[src/hw/rtl/mpp_pkg.sv]
// ----------------------------------------------------------------------------
// mpp_pkg
// Shared types and constants of the multi-phase pattern PWM generator.
// ----------------------------------------------------------------------------
package mpp_pkg;

    // Register map, word index of each configuration register
    typedef enum logic [1:0] {
        REG_PERIOD = 2'd0,
        REG_PHASES = 2'd1,
        REG_WAVES  = 2'd2,
        REG_RUN    = 2'd3
    } mpp_reg_t;

    // Request kinds
    localparam logic REQ_TICK  = 1'b0;
    localparam logic REQ_WRITE = 1'b1;

    localparam int PERIOD_W = 24;
    localparam int PCOUNT_W = 5;
    localparam int WCOUNT_W = 4;
    localparam int POINT_W  = 17;
    localparam int PAT_W    = 8;
    localparam int PROD_W   = POINT_W + PERIOD_W;

    localparam logic [PERIOD_W-1:0] PERIOD_RST = 24'd1000;
    localparam logic [PCOUNT_W-1:0] PCOUNT_RST = 5'd2;
    localparam logic [WCOUNT_W-1:0] WCOUNT_RST = 4'd1;

    localparam logic [POINT_W-1:0]  POINT_ONE  = 17'h10000;
    localparam logic [PERIOD_W-1:0] POS_MAX    = 24'hFFFFFF;

    typedef struct packed {
        logic [PERIOD_W-1:0] period_ticks;
        logic [PCOUNT_W-1:0] phase_count;
        logic [WCOUNT_W-1:0] wave_count;
        logic                run_enable;
    } mpp_cfg_t;

endpackage

[src/hw/rtl/mpp_if.sv]
// ----------------------------------------------------------------------------
// mpp_if
// Request and result channels of the pattern PWM generator.
// ----------------------------------------------------------------------------
interface mpp_req_if #(
    parameter int IDX_W = 4
);
    logic                valid;
    logic                ready;
    logic                req_type;
    logic [IDX_W-1:0]    entry_index;
    logic [16:0]         entry_switch_point;
    logic [7:0]          entry_pin_pattern;

    modport source (
        output valid, req_type, entry_index, entry_switch_point, entry_pin_pattern,
        input  ready
    );
    modport sink (
        input  valid, req_type, entry_index, entry_switch_point, entry_pin_pattern,
        output ready
    );
endinterface

interface mpp_rsp_if #(
    parameter int WAVES = 8,
    parameter int IDX_W = 4
);
    logic                valid;
    logic                ready;
    logic [WAVES-1:0]    pin_levels;
    logic [IDX_W-1:0]    phase_now;
    logic                period_wrapped;

    modport source (
        output valid, pin_levels, phase_now, period_wrapped,
        input  ready
    );
    modport sink (
        input  valid, pin_levels, phase_now, period_wrapped,
        output ready
    );
endinterface

[src/hw/rtl/mpp_cfg_regs.sv]
// ----------------------------------------------------------------------------
// mpp_cfg_regs
// APB register file: period, phase count, wave count and run enable.
// ----------------------------------------------------------------------------
module mpp_cfg_regs (
    input  logic              clk,
    input  logic              rst_n,
    input  logic              psel,
    input  logic              penable,
    input  logic              pwrite,
    input  logic [3:0]        paddr,
    input  logic [31:0]       pwdata,
    output logic [31:0]       prdata,
    output logic              pready,
    output mpp_pkg::mpp_cfg_t cfg
);
    import mpp_pkg::*;

    mpp_cfg_t cfg_reg;
    mpp_reg_t sel;
    logic     wr_en;

    assign pready = 1'b1;
    assign sel    = mpp_reg_t'(paddr[3:2]);
    assign wr_en  = psel && penable && pwrite && pready;
    assign cfg    = cfg_reg;

    always_ff @(posedge clk or negedge rst_n)
    begin
        if (!rst_n)
        begin
            cfg_reg.period_ticks <= PERIOD_RST;
            cfg_reg.phase_count  <= PCOUNT_RST;
            cfg_reg.wave_count   <= WCOUNT_RST;
            cfg_reg.run_enable   <= 1'b0;
        end
        else if (wr_en)
        begin
            unique case (sel)
                REG_PERIOD: cfg_reg.period_ticks <= pwdata[PERIOD_W-1:0];
                REG_PHASES: cfg_reg.phase_count  <= pwdata[PCOUNT_W-1:0];
                REG_WAVES:  cfg_reg.wave_count   <= pwdata[WCOUNT_W-1:0];
                REG_RUN:    cfg_reg.run_enable   <= pwdata[0];
            endcase
        end
    end

    always_comb
    begin
        unique case (sel)
            REG_PERIOD: prdata = 32'(cfg_reg.period_ticks);
            REG_PHASES: prdata = 32'(cfg_reg.phase_count);
            REG_WAVES:  prdata = 32'(cfg_reg.wave_count);
            REG_RUN:    prdata = 32'(cfg_reg.run_enable);
        endcase
    end

endmodule

[src/hw/rtl/mpp_engine.sv]
// ----------------------------------------------------------------------------
// mpp_engine
// Input register, phase tables, period state and result register.
// ----------------------------------------------------------------------------
module mpp_engine #(
    parameter int PHASES = 16,
    parameter int WAVES  = 8
) (
    input  logic              clk,
    input  logic              rst_n,
    input  mpp_pkg::mpp_cfg_t cfg,
    mpp_req_if.sink           req,
    mpp_rsp_if.source         rsp
);
    import mpp_pkg::*;

    localparam int IDX_W     = $clog2(PHASES);
    localparam int CNT_W     = $clog2(PHASES + 1);
    localparam int WSEL_W    = $clog2(WAVES + 1);
    localparam int PAT_EXT_W = WAVES + PAT_W;

    // Input register
    logic                 in_valid_reg;
    logic                 in_type_reg;
    logic [IDX_W-1:0]     in_idx_reg;
    logic [POINT_W-1:0]   in_point_reg;
    logic [PAT_W-1:0]     in_pat_reg;

    // Phase tables
    logic [POINT_W-1:0]   point_tbl_reg [PHASES];
    logic [PAT_W-1:0]     pat_tbl_reg   [PHASES];

    // Period state
    logic [PERIOD_W-1:0]  pos_reg,   pos_next;
    logic [IDX_W-1:0]     phase_reg, phase_next;
    logic [WAVES-1:0]     pins_reg,  pins_next;
    logic                 wrap_next;

    // Result register
    logic                 out_valid_reg;
    logic [WAVES-1:0]     out_pins_reg;
    logic [IDX_W-1:0]     out_phase_reg;
    logic                 out_wrap_reg;

    logic                 advance;
    logic [CNT_W-1:0]     n_eff;
    logic [IDX_W-1:0]     last_ph;
    logic [IDX_W-1:0]     ph;
    logic [PERIOD_W-1:0]  pos_inc;
    logic [POINT_W-1:0]   point;
    logic [PERIOD_W-1:0]  per;
    logic [PROD_W-1:0]    prod;
    logic [PERIOD_W-1:0]  target;
    logic [WSEL_W-1:0]    w_eff;
    logic [PAT_EXT_W-1:0] pat_ext;
    logic [WAVES-1:0]     pat_masked;

    assign advance   = in_valid_reg && (!out_valid_reg || rsp.ready);
    assign req.ready = !in_valid_reg || advance;

    always_ff @(posedge clk or negedge rst_n)
    begin
        if (!rst_n)
        begin
            in_valid_reg <= 1'b0;
        end
        else if (req.ready)
        begin
            in_valid_reg <= req.valid;
        end
    end

    always_ff @(posedge clk)
    begin
        if (req.valid && req.ready)
        begin
            in_type_reg  <= req.req_type;
            in_idx_reg   <= req.entry_index;
            in_point_reg <= req.entry_switch_point;
            in_pat_reg   <= req.entry_pin_pattern;
        end
    end

    always_ff @(posedge clk)
    begin
        if (advance && (in_type_reg == REQ_WRITE) && (int'(in_idx_reg) < PHASES))
        begin
            point_tbl_reg[in_idx_reg] <= in_point_reg;
            pat_tbl_reg[in_idx_reg]   <= in_pat_reg;
        end
    end

    // Clamp the configuration into its legal ranges
    always_comb
    begin
        if (int'(cfg.phase_count) < 2)
            n_eff = CNT_W'(2);
        else if (int'(cfg.phase_count) > PHASES)
            n_eff = CNT_W'(PHASES);
        else
            n_eff = CNT_W'(cfg.phase_count);

        if (cfg.wave_count == '0)
            w_eff = WSEL_W'(1);
        else if (int'(cfg.wave_count) > WAVES)
            w_eff = WSEL_W'(WAVES);
        else
            w_eff = WSEL_W'(cfg.wave_count);

        per = (cfg.period_ticks == '0) ? PERIOD_W'(1) : cfg.period_ticks;
    end

    assign last_ph = IDX_W'(n_eff - CNT_W'(1));
    assign ph      = (CNT_W'(phase_reg) >= n_eff) ? last_ph : phase_reg;
    assign pos_inc = (pos_reg == POS_MAX) ? POS_MAX : pos_reg + PERIOD_W'(1);
    assign point   = (point_tbl_reg[ph] > POINT_ONE) ? POINT_ONE : point_tbl_reg[ph];
    assign prod    = PROD_W'(point) * PROD_W'(per);
    assign target  = prod[PROD_W-2:16];
    assign pat_ext = PAT_EXT_W'(pat_tbl_reg[ph]);

    always_comb
    begin
        for (int i = 0; i < WAVES; i++)
        begin
            pat_masked[i] = pat_ext[i] && (i < int'(w_eff));
        end
    end

    // One tick while run is enabled: step the position, switch at most one phase
    always_comb
    begin
        pos_next   = pos_reg;
        phase_next = phase_reg;
        pins_next  = pins_reg;
        wrap_next  = 1'b0;
        if ((in_type_reg == REQ_TICK) && cfg.run_enable)
        begin
            pos_next   = pos_inc;
            phase_next = ph;
            if (pos_inc >= target)
            begin
                pins_next = pat_masked;
                if (ph == last_ph)
                begin
                    phase_next = '0;
                    pos_next   = '0;
                    wrap_next  = 1'b1;
                end
                else
                begin
                    phase_next = ph + IDX_W'(1);
                end
            end
        end
    end

    always_ff @(posedge clk or negedge rst_n)
    begin
        if (!rst_n)
        begin
            pos_reg       <= '0;
            phase_reg     <= '0;
            pins_reg      <= '0;
            out_valid_reg <= 1'b0;
        end
        else
        begin
            if (advance)
            begin
                pos_reg   <= pos_next;
                phase_reg <= phase_next;
                pins_reg  <= pins_next;
            end
            if (advance)
                out_valid_reg <= 1'b1;
            else if (rsp.ready)
                out_valid_reg <= 1'b0;
        end
    end

    always_ff @(posedge clk)
    begin
        if (advance)
        begin
            out_pins_reg  <= pins_next;
            out_phase_reg <= phase_next;
            out_wrap_reg  <= wrap_next;
        end
    end

    assign rsp.valid          = out_valid_reg;
    assign rsp.pin_levels     = out_pins_reg;
    assign rsp.phase_now      = out_phase_reg;
    assign rsp.period_wrapped = out_wrap_reg;

endmodule

[src/hw/rtl/multi_phase_pattern_pwm.sv]
// ----------------------------------------------------------------------------
// multi_phase_pattern_pwm
// Tick-driven generator of synchronized pin waves from a table of phases.
//
//   channel  | dir | transfer when        | payload
//   ---------+-----+----------------------+----------------------------------
//   req      | in  | valid && ready       | req_type, entry_index,
//            |     |                      | entry_switch_point, entry_pin_pattern
//   rsp      | out | valid && ready       | pin_levels, phase_now, period_wrapped
//   apb      | in  | psel&penable&pwrite  | paddr, pwdata (pready tied high)
//
// One request per cycle while rsp is taken; a result passes the input register,
// then the result register. The per-tick path is one table read, one 17x24
// multiply and one 24-bit compare.
// Reset clears position, phase and pins at once; the tables are not cleared.
// A stalled result holds; one more request waits in the input register,
// then req.ready drops until rsp is taken.
// ----------------------------------------------------------------------------
module multi_phase_pattern_pwm #(
    parameter int PHASES = 16,
    parameter int WAVES  = 8
) (
    input  logic        clk,
    input  logic        rst_n,
    mpp_req_if.sink     req,
    mpp_rsp_if.source   rsp,
    input  logic        psel,
    input  logic        penable,
    input  logic        pwrite,
    input  logic [3:0]  paddr,
    input  logic [31:0] pwdata,
    output logic [31:0] prdata,
    output logic        pready
);
    import mpp_pkg::*;

    mpp_cfg_t cfg;

    mpp_cfg_regs u_regs (
        .clk     (clk),
        .rst_n   (rst_n),
        .psel    (psel),
        .penable (penable),
        .pwrite  (pwrite),
        .paddr   (paddr),
        .pwdata  (pwdata),
        .prdata  (prdata),
        .pready  (pready),
        .cfg     (cfg)
    );

    mpp_engine #(
        .PHASES (PHASES),
        .WAVES  (WAVES)
    ) u_engine (
        .clk   (clk),
        .rst_n (rst_n),
        .cfg   (cfg),
        .req   (req),
        .rsp   (rsp)
    );

endmodule

[src/flat_wrapper.sv]
// flat-port wrapper written by rule: the top's interface ports become plain ports
module multi_phase_pattern_pwm_flat import mpp_pkg::*;
#(
    parameter int PHASES = 16,
    parameter int WAVES  = 8
)
  (clk, rst_n, psel, penable, pwrite, paddr, pwdata, prdata, pready, req_valid, req_req_type, req_entry_index, req_entry_switch_point, req_entry_pin_pattern, req_ready, rsp_valid, rsp_pin_levels, rsp_phase_now, rsp_period_wrapped, rsp_ready);
  mpp_req_if req_i ();
  mpp_rsp_if #(.WAVES(WAVES)) rsp_i ();
  input  logic clk;
  input  logic rst_n;
  input  logic psel;
  input  logic penable;
  input  logic pwrite;
  input  logic [3:0] paddr;
  input  logic [31:0] pwdata;
  output logic [31:0] prdata;
  output logic pready;
  input wire logic [$bits(req_i.valid)-1:0] req_valid;
  input wire logic [$bits(req_i.req_type)-1:0] req_req_type;
  input wire logic [$bits(req_i.entry_index)-1:0] req_entry_index;
  input wire logic [$bits(req_i.entry_switch_point)-1:0] req_entry_switch_point;
  input wire logic [$bits(req_i.entry_pin_pattern)-1:0] req_entry_pin_pattern;
  output wire logic [$bits(req_i.ready)-1:0] req_ready;
  output wire logic [$bits(rsp_i.valid)-1:0] rsp_valid;
  output wire logic [$bits(rsp_i.pin_levels)-1:0] rsp_pin_levels;
  output wire logic [$bits(rsp_i.phase_now)-1:0] rsp_phase_now;
  output wire logic [$bits(rsp_i.period_wrapped)-1:0] rsp_period_wrapped;
  input wire logic [$bits(rsp_i.ready)-1:0] rsp_ready;
  assign req_i.valid = req_valid;
  assign req_i.req_type = req_req_type;
  assign req_i.entry_index = req_entry_index;
  assign req_i.entry_switch_point = req_entry_switch_point;
  assign req_i.entry_pin_pattern = req_entry_pin_pattern;
  assign req_ready = req_i.ready;
  assign rsp_valid = rsp_i.valid;
  assign rsp_pin_levels = rsp_i.pin_levels;
  assign rsp_phase_now = rsp_i.phase_now;
  assign rsp_period_wrapped = rsp_i.period_wrapped;
  assign rsp_i.ready = rsp_ready;
  multi_phase_pattern_pwm #(.PHASES(PHASES), .WAVES(WAVES)) u_core (.clk(clk), .rst_n(rst_n), .req(req_i), .rsp(rsp_i), .psel(psel), .penable(penable), .pwrite(pwrite), .paddr(paddr), .pwdata(pwdata), .prdata(prdata), .pready(pready));
endmodule
[config.mk]
export PLATFORM = sky130hd
export DESIGN_NAME = multi_phase_pattern_pwm_flat
export DESIGN_NICKNAME = d
export VERILOG_FILES = /design/src/hw/rtl/mpp_pkg.sv /design/src/hw/rtl/mpp_if.sv /design/src/hw/rtl/mpp_cfg_regs.sv /design/src/hw/rtl/mpp_engine.sv /design/src/hw/rtl/multi_phase_pattern_pwm.sv /design/src/flat_wrapper.sv
export SDC_FILE = /design/constraint.sdc
export NUM_CORES = 2
export LEC_CHECK = 0
export BUFFER_PORTS_ARGS = -buffer_cell sky130_fd_sc_hd__buf_2
export CORE_AREA = 3 3 343 261
export DETAILED_ROUTE_END_ITERATION = 10
export DIE_AREA = 0 0 346 264
export GPL_ROUTABILITY_DRIVEN = 0
export GPL_TIMING_DRIVEN = 0
export PLACE_DENSITY = 0.6
export SYNTH_ARGS = -nofsm -noshare
export SYNTH_HDL_FRONTEND = slang
export SYNTH_HIERARCHICAL = 1
export SYNTH_SLANG_ARGS = --single-unit
export TNS_END_PERCENT = 100
[constraint.sdc]
create_clock -name clk -period 22 [get_ports clk]
set_input_delay 0 -clock clk [delete_from_list [all_inputs] [get_ports clk]]
set_output_delay 0 -clock clk [all_outputs]
set_load 0.02 [all_outputs]
Word level (Yosys, flattened, before mapping):

Memories as Yosys holds them, arrays and structs flattened.
Index checks and enable logic that the tools add are counted.

* register bits after elaboration: 115
* memory bits (writable): 400
* input port bits: 73
* output and inout bits: 48
* logic and storage cells: 91
* memories: 2

Memories
* u_core.u_engine.point_tbl_reg: depth 16, width 17, rd ports 1, clocked after memory_dff 0, write ports 1, RTL line mpp_engine.sv:30 `logic [POINT_W-1:0] point_tbl_reg [PHASES];`
* u_core.u_engine.pat_tbl_reg: depth 16, width 8, rd ports 1, clocked after memory_dff 0, write ports 1, RTL line mpp_engine.sv:31 `logic [PAT_W-1:0] pat_tbl_reg [PHASES];`

* add/sub/neg operators: 3
* $mul: 1
* $lt $le $gt $ge: 14
* equal/unequal tests: 5
* muxes and demuxes: 21
* bitwise gates (word level): 1
* reduce and logical (&&, ||, !) cells: 28

Operator list (count)
* $pmux W32 S4: 1
* $mux W24: 4
* $mul A17 B24 Y40: 1
* $add A24 B1 Y24 const B: 1
* $eq A24 B24 Y1 const B: 1
* $ge A24 B24 Y1: 1
* $logic_not A24 Y1: 1
* $mux W4: 6
* $gt A17 B17 Y1 const B: 1
* $mux W17: 1
* $lt A3 B4 Y1 const A: 4
* $mux W8: 2
* $logic_and A1 B1 Y1: 14
* $reduce_and A2 Y1: 6
* $mux W5: 2
* $lt A1 B4 Y1 const A: 2
* $lt A2 B4 Y1 const A: 2
* $ge A4 B5 Y1: 1
* $gt A5 B5 Y1 const B: 1
* $lt A5 B2 Y1 const B: 1
* $mux W1: 5
* $add A4 B1 Y4 const B: 1
* $eq A2 B2 Y1 const B: 2
* $eq A4 B4 Y1: 1
* other kinds (9): 11

Depth between registers and ports, before layout:

An unclocked memory read counts as a cell.

* depth in word-level cells: 12
* mapped depth: 53
* gate-level depth less buffers: 48

By module:

Netlist, hierarchy kept.

Modules (own cells, without submodules)
* mpp_engine: times used 1, cells an instance 2948, area an instance 32826.5 µm², sequential area each 14253.7 µm²
* mpp_cfg_regs: times used 1, cells an instance 124, area an instance 1634.1 µm², sequential area each 860.8 µm²

Least setup slack after synthesis:

Ideal clock, no wire load.

* kind: register to register
* from: register u_core.u_regs.cfg_reg, in the netlist u_core/u_regs/cfg[7]
* to: register u_core.u_engine.out_pins_reg[0] (netlist: u_core/u_engine/rsp.pin_levels[0]) (data pin)
* setup time: 0.283 ns
* data arrival time: 10.998 ns
* data required time: 21.717 ns
* path slack: 10.719 ns
* cell stages (with the launch flop): 48
* path buffers: 5
* period minus slack after synthesis: 11.281 ns
* cell sequence: dfrtp_1 -> o311ai_1 -> inv_1 -> ha_1 -> nand2b_4 -> a2111oi_4 -> nor3_4 -> mux2_4 -> buf_6 -> inv_4 -> a2111oi_0 -> a211o_1 -> o22ai_1 -> or2_1 -> buf_6 -> buf_6 -> nor2_4 -> buf_4 -> [12 not listed] -> a211oi_1 -> o211ai_1 -> a211oi_1 -> o21ai_0 -> a21oi_1 -> o21bai_1 -> a2111oi_0 -> nor2b_1 -> o311ai_0 -> ha_1 -> a21o_1 -> a21o_1 -> a21oi_1 -> o21ai_0 -> a21oi_1 -> clkbuf_1 -> nor2_1 -> mux2i_1

* word-level cells in the longest chain between the ends: 12
* elaborated cells between the ends (all ways): 16
* those cells by class: 1 x add/sub; 1 x mul; 5 x order compare; 6 x mux; 1 x reduce/logical; 2 x memory

RTL lines
* from (decl): RTL line mpp_cfg_regs.sv:19 `mpp_cfg_t cfg_reg;`
* $gt A5 B5 Y1: RTL line mpp_engine.sv:98 `else if (int'(cfg.phase_count) > PHASES)`
* $mux W5: RTL line mpp_engine.sv:98
* $mux W5 (*): RTL line mpp_engine.sv:96 `if (int'(cfg.phase_count) < 2)`
* $sub A4 B1 Y4 or $ge A4 B5 Y1 (tied branches): RTL line mpp_engine.sv:113, mpp_engine.sv:114
* $mux W4 (*): RTL line mpp_engine.sv:114 `assign ph = (CNT_W'(phase_reg) >= n_eff) ? last_ph : phase_reg;`
* $mem_v2 Z16 W17
* $gt A17 B17 Y1: RTL line mpp_engine.sv:116 `assign point = (point_tbl_reg[ph] > POINT_ONE) ? POINT_ONE : point_tbl_reg[ph];`
* $mux W17: RTL line mpp_engine.sv:116
* $mul A17 B24 Y40: RTL line mpp_engine.sv:117 `assign prod = PROD_W'(point) * PROD_W'(per);`
* $ge A24 B24 Y1: RTL line mpp_engine.sv:140 `if (pos_inc >= target)`
* $mux W8 (*): RTL line mpp_engine.sv:140
* $mux W8 (*): RTL line mpp_engine.sv:136 `if ((in_type_reg == REQ_TICK) && cfg.run_enable)`
* net u_core.u_engine.pins_next[0]: RTL line mpp_engine.sv:36 `logic [WAVES-1:0] pins_reg, pins_next;`
* to (signal assigned): RTL line mpp_engine.sv:185 `out_pins_reg <= pins_next;`
* to (decl): RTL line mpp_engine.sv:41 `logic [WAVES-1:0] out_pins_reg;`

The timed path passes the listed nets; every way through them passes the cells marked *.
A chain may end at the register's enable or synchronous reset.

Final worst setup path:

* from: register u_core.u_regs.cfg_reg, in the netlist u_core/u_regs/cfg[7]
* to: register u_core.u_engine.out_phase_reg[1] (netlist: u_core/u_engine/rsp.phase_now[1]) (data pin)

* word-level cells in the longest chain between the ends: 12
* elaborated cells between the ends (all ways): 17
* those cells by class: 2 x add/sub; 1 x mul; 5 x order compare; 1 x eq/ne; 7 x mux; 1 x memory

RTL lines
* $gt A5 B5 Y1: RTL line mpp_engine.sv:98
* $mux W5: RTL line mpp_engine.sv:98
* $mux W5 (*): RTL line mpp_engine.sv:96
* $sub A4 B1 Y4 or $ge A4 B5 Y1 (tied branches): RTL line mpp_engine.sv:113, mpp_engine.sv:114
* $mux W4: RTL line mpp_engine.sv:114
* $mem_v2 Z16 W17
* $gt A17 B17 Y1: RTL line mpp_engine.sv:116
* $mux W17: RTL line mpp_engine.sv:116
* $mul A17 B24 Y40: RTL line mpp_engine.sv:117
* $ge A24 B24 Y1: RTL line mpp_engine.sv:140
* $mux W4 (*): RTL line mpp_engine.sv:140
* $mux W4 (*): RTL line mpp_engine.sv:136
* net u_core.u_engine.phase_next[1]: RTL line mpp_engine.sv:35 `logic [IDX_W-1:0] phase_reg, phase_next;`
* to (signal assigned): RTL line mpp_engine.sv:186 `out_phase_reg <= phase_next;`
* to (decl): RTL line mpp_engine.sv:42 `logic [IDX_W-1:0] out_phase_reg;`

Marks and branches as above.

==> results.yml <==
synth:
  synthTopCellsByArea: "edfxtp_1 39%, fa_1 19%, nand2_1 6.6%"
  muxShareOfSynthArea: 0.04960
  synth_fa_ha_area_frac: 0.2402
  yosysWarnings: 6
  avgSynthCellArea_um2: 11.22
  syn_inst: 3072
  syn-cell-area_mm2: 0.03446
  synthSimpleGateAreaFrac: 0.1414
  ys_types: 73
  synth_compound_area_frac: 0.04789
  synth_top_area_frac: 0.3860
  synthFlopType: "edfxtp_1"
  ys_async_sr_fraction: 0.1398
  synth_edf_count: 443
  synth-xor-area-share: 0.01209
  yosysSeqAreaShare: 0.4386
  synth_top_family_by_area: "adder cells"
  synth-seq-cells: 515
  yosys.area.top_type: "edfxtp_1"
routing:
  detail-route-antenna-nets: 0
  drt_wl_total_um: 99790
  wl_per_cell_um: 22.09
  drtIter0Drc: 2279
  routed-via-count: 23784
  drc: 0
  via_per_inst: 5.264
  first_pass_iters: 5
global_route:
  grt_pass1_vias: 23482
  grt_start_max_net_pins: 51
  grt_pass1_wl_um: 151000
  grt_remaining_overflow: 0
  grt_util_all_layers: 0.2197
  grt_antenna_before_repair: 4
timing:
  clock_skew_ns: 0.04570
  slew_headroom: 0.06246
  fmax_ghz: 0.06127
  worstMarginPinSlew_ns: 1.395
  setup_viol: 0
  drv_slew: 0
  finalCriticalPeriod_ns: 16.32
  fin_crit_sh: 0.7418
  rsz0062_at_grt: "false"
  finalHoldViolCount: 0
  setup-tns-final_ns: 0
floorplan:
  ios: 121
  rows: 93
  dieArea_mm2: 0.09134
  die_x_um: 346
  core_area_mm2: 0.08587
  start_util: 0.4013
  die_h_um: 264
place:
  port-buffer-count: 99
  dp_hpwl_um: 74220
clock_network:
  h-tree-depth: 2
  clk_pin_slew_ns: 0.06
  cts_tree: "yes"
  root_buffer: "clkbuf_16"
  clock_tree.buffer_depth: 3
  cts-resized-gates: 0
  cts-buffers-inserted: 52
  clk_latency_ns: 0.65
  cts_sinks: 515
layout:
  nets: 3871
  nFillCells: 7935
  syn2layout_area_growth_pct: 14.56
  largest_register_ffs: 272
  drive_above_1_share: 0.1193
  final_util: 0.4597
critical_path:
  r2r-start: "u_core/u_regs/cfg[7]"
  start_kind: "flop"
  critPathKind: "reg -> reg"
  timing.critical_path.to: "u_core/u_engine/rsp.phase_now[1]"
  worst-path-buf-inv: 8
  ff2ff_path_depth: 44
  timing.rr.end: "u_core/u_engine/rsp.phase_now[1]"
  cpPeakStageDelay_ns: 1.02
  crit_path_end_kind: "flop"
  crit_start: "u_core/u_regs/cfg[7]"
  cp.required_ns: 22.30
  cp_common_cell: "fa_1"
  cp_top_family: "compound AO/OA/AOI/OAI gates"
  critPathMaxFanout: 10
  critPathArrivalTime_ns: 16.62
  slowest_stage: "nor4_2"
  reg2reg_slack_ns: 5.68
  cp.depth: 44
job:
  max_cap_viol_count: 0
run_status:
  status: "finished clean"
hold_path:
  hp-class: "in -> reg"
-- stage by stage --
step	hold slack (ns)	instance area [um^2]	setup slack, ns	cells
3_5_place_dp	-0.06362	36990	5.947	4345
6_report	0.08232	39480	5.680	4518
4_1_cts	0.04033	39460	5.799	4510
3_3_place_gp	0.1780	36410	5.837	4318
5_1_grt	0.07564	39460	4.323	4511
2_1_floorplan	-0.2956	34490	10.72	3079
-- timing repair --
item	in CTS	in global routing
hold buffers	73	0
setup buffers	0	0
endpoints found under the hold margin	138	0
-- kinds of logic (layout without fill, tap and decap cells) --
logic type | Yosys count | in the layout
and+or+nand+nor | 1054 | 1054
buffers and inverters | 585 | 876
DFF | 515 | 515
adders and majority gates | 466 | 466
AOI/OAI and AO/OA | 242 | 242
muxes | 162 | 162
xor gates and xnor gates | 46 | 46
other | 2 | 17
-- cells in the final DEF (no fill, tap or decap), drive strengths merged, types with 16 or more instances in the layout --
cell type    instances
edfxtp             443
o22ai               26
xnor2               25
fa                 326
a21o                24
nand2              604
a211oi              20
o21ai               60
and2               129
nand4               16
ha                 140
mux2                57
and3                58
clkinv              20
nor3                23
nand3              102
dfrtp               64
a21oi               34
nor2                66
dlygate4sd3         72
inv                426
xor2                20
clkbuf             124
buf                227
mux2i              104
-- synthesized netlist by cell type (3+ instances only) --
master	instances
and3_1	58
clkbuf_1	61
buf_4	21
ha_1	140
dfstp_2	8
nand2b_1	11
o31ai_1	5
or3_1	10
a32o_1	5
fa_1	326
a211o_1	4
nand3_1	102
a31oi_1	15
o21bai_1	5
o211ai_1	6
o21a_1	3
nand4_1	16
nor4_1	9
a21o_1	24
a2111oi_0	5
o21ai_0	60
and2_1	127
a221oi_1	8
a211oi_1	16
nor2_1	58
a21oi_1	34
xor2_1	20
a32oi_1	5
nor2_2	3
nor2b_1	12
o221ai_1	6
nor3_1	20
buf_2	66
edfxtp_1	443
dfrtp_1	64
xnor2_1	25
mux2_2	55
buf_1	6
nand2_1	604
o22ai_1	26
mux2i_1	104
inv_1	422
nand4b_1	3
buf_6	7
nor2_4	5
-- routing by layer --
layer,wire (um),track usage,up-vias
li1,-,-,10669
met1,47960,0.3528,12011
met2,40170,0.2990,985
met3,9949,0.05016,119
met4,1707,0.04398,0
met5,0,0,-
-- worst min path at each step --
stage          cells after the start  slack [ns]                 startpoint                         endpoint
2_1_floorplan                      0       -0.30                      rst_n     u_core/u_engine/in_valid_reg
3_3_place_gp                       1        0.18  req_entry_switch_point[2]  u_core/u_engine/in_point_reg[2]
3_5_place_dp                       1       -0.06                      rst_n     u_core/u_engine/in_valid_reg
4_1_cts                            2        0.04  req_entry_switch_point[2]  u_core/u_engine/in_point_reg[2]
5_1_grt                            2        0.08  req_entry_switch_point[2]  u_core/u_engine/in_point_reg[2]
6_report                           2        0.08  req_entry_switch_point[2]  u_core/u_engine/in_point_reg[2]
-- layout make-up --
cell class | instances | area (um^2) | area share
Tap cell | 1140 | 1426 | 0.03613
Sequential cell | 515 | 15110 | 0.3828
Antenna cell | 8 | 20.02 | 0.0005071
Clock buffer | 63 | 1363 | 0.03451
Multi-Input combinational cell | 1979 | 17080 | 0.4325
Clock inverter | 29 | 364.1 | 0.009223
Timing Repair Buffer | 199 | 1703 | 0.04313
Buffer | 161 | 818.3 | 0.02073
Inverter | 424 | 1594 | 0.04038
Power is left out: the tool's default activity adds up to more than one toggle a clock period on the data nets, which glitch-free logic cannot reach.
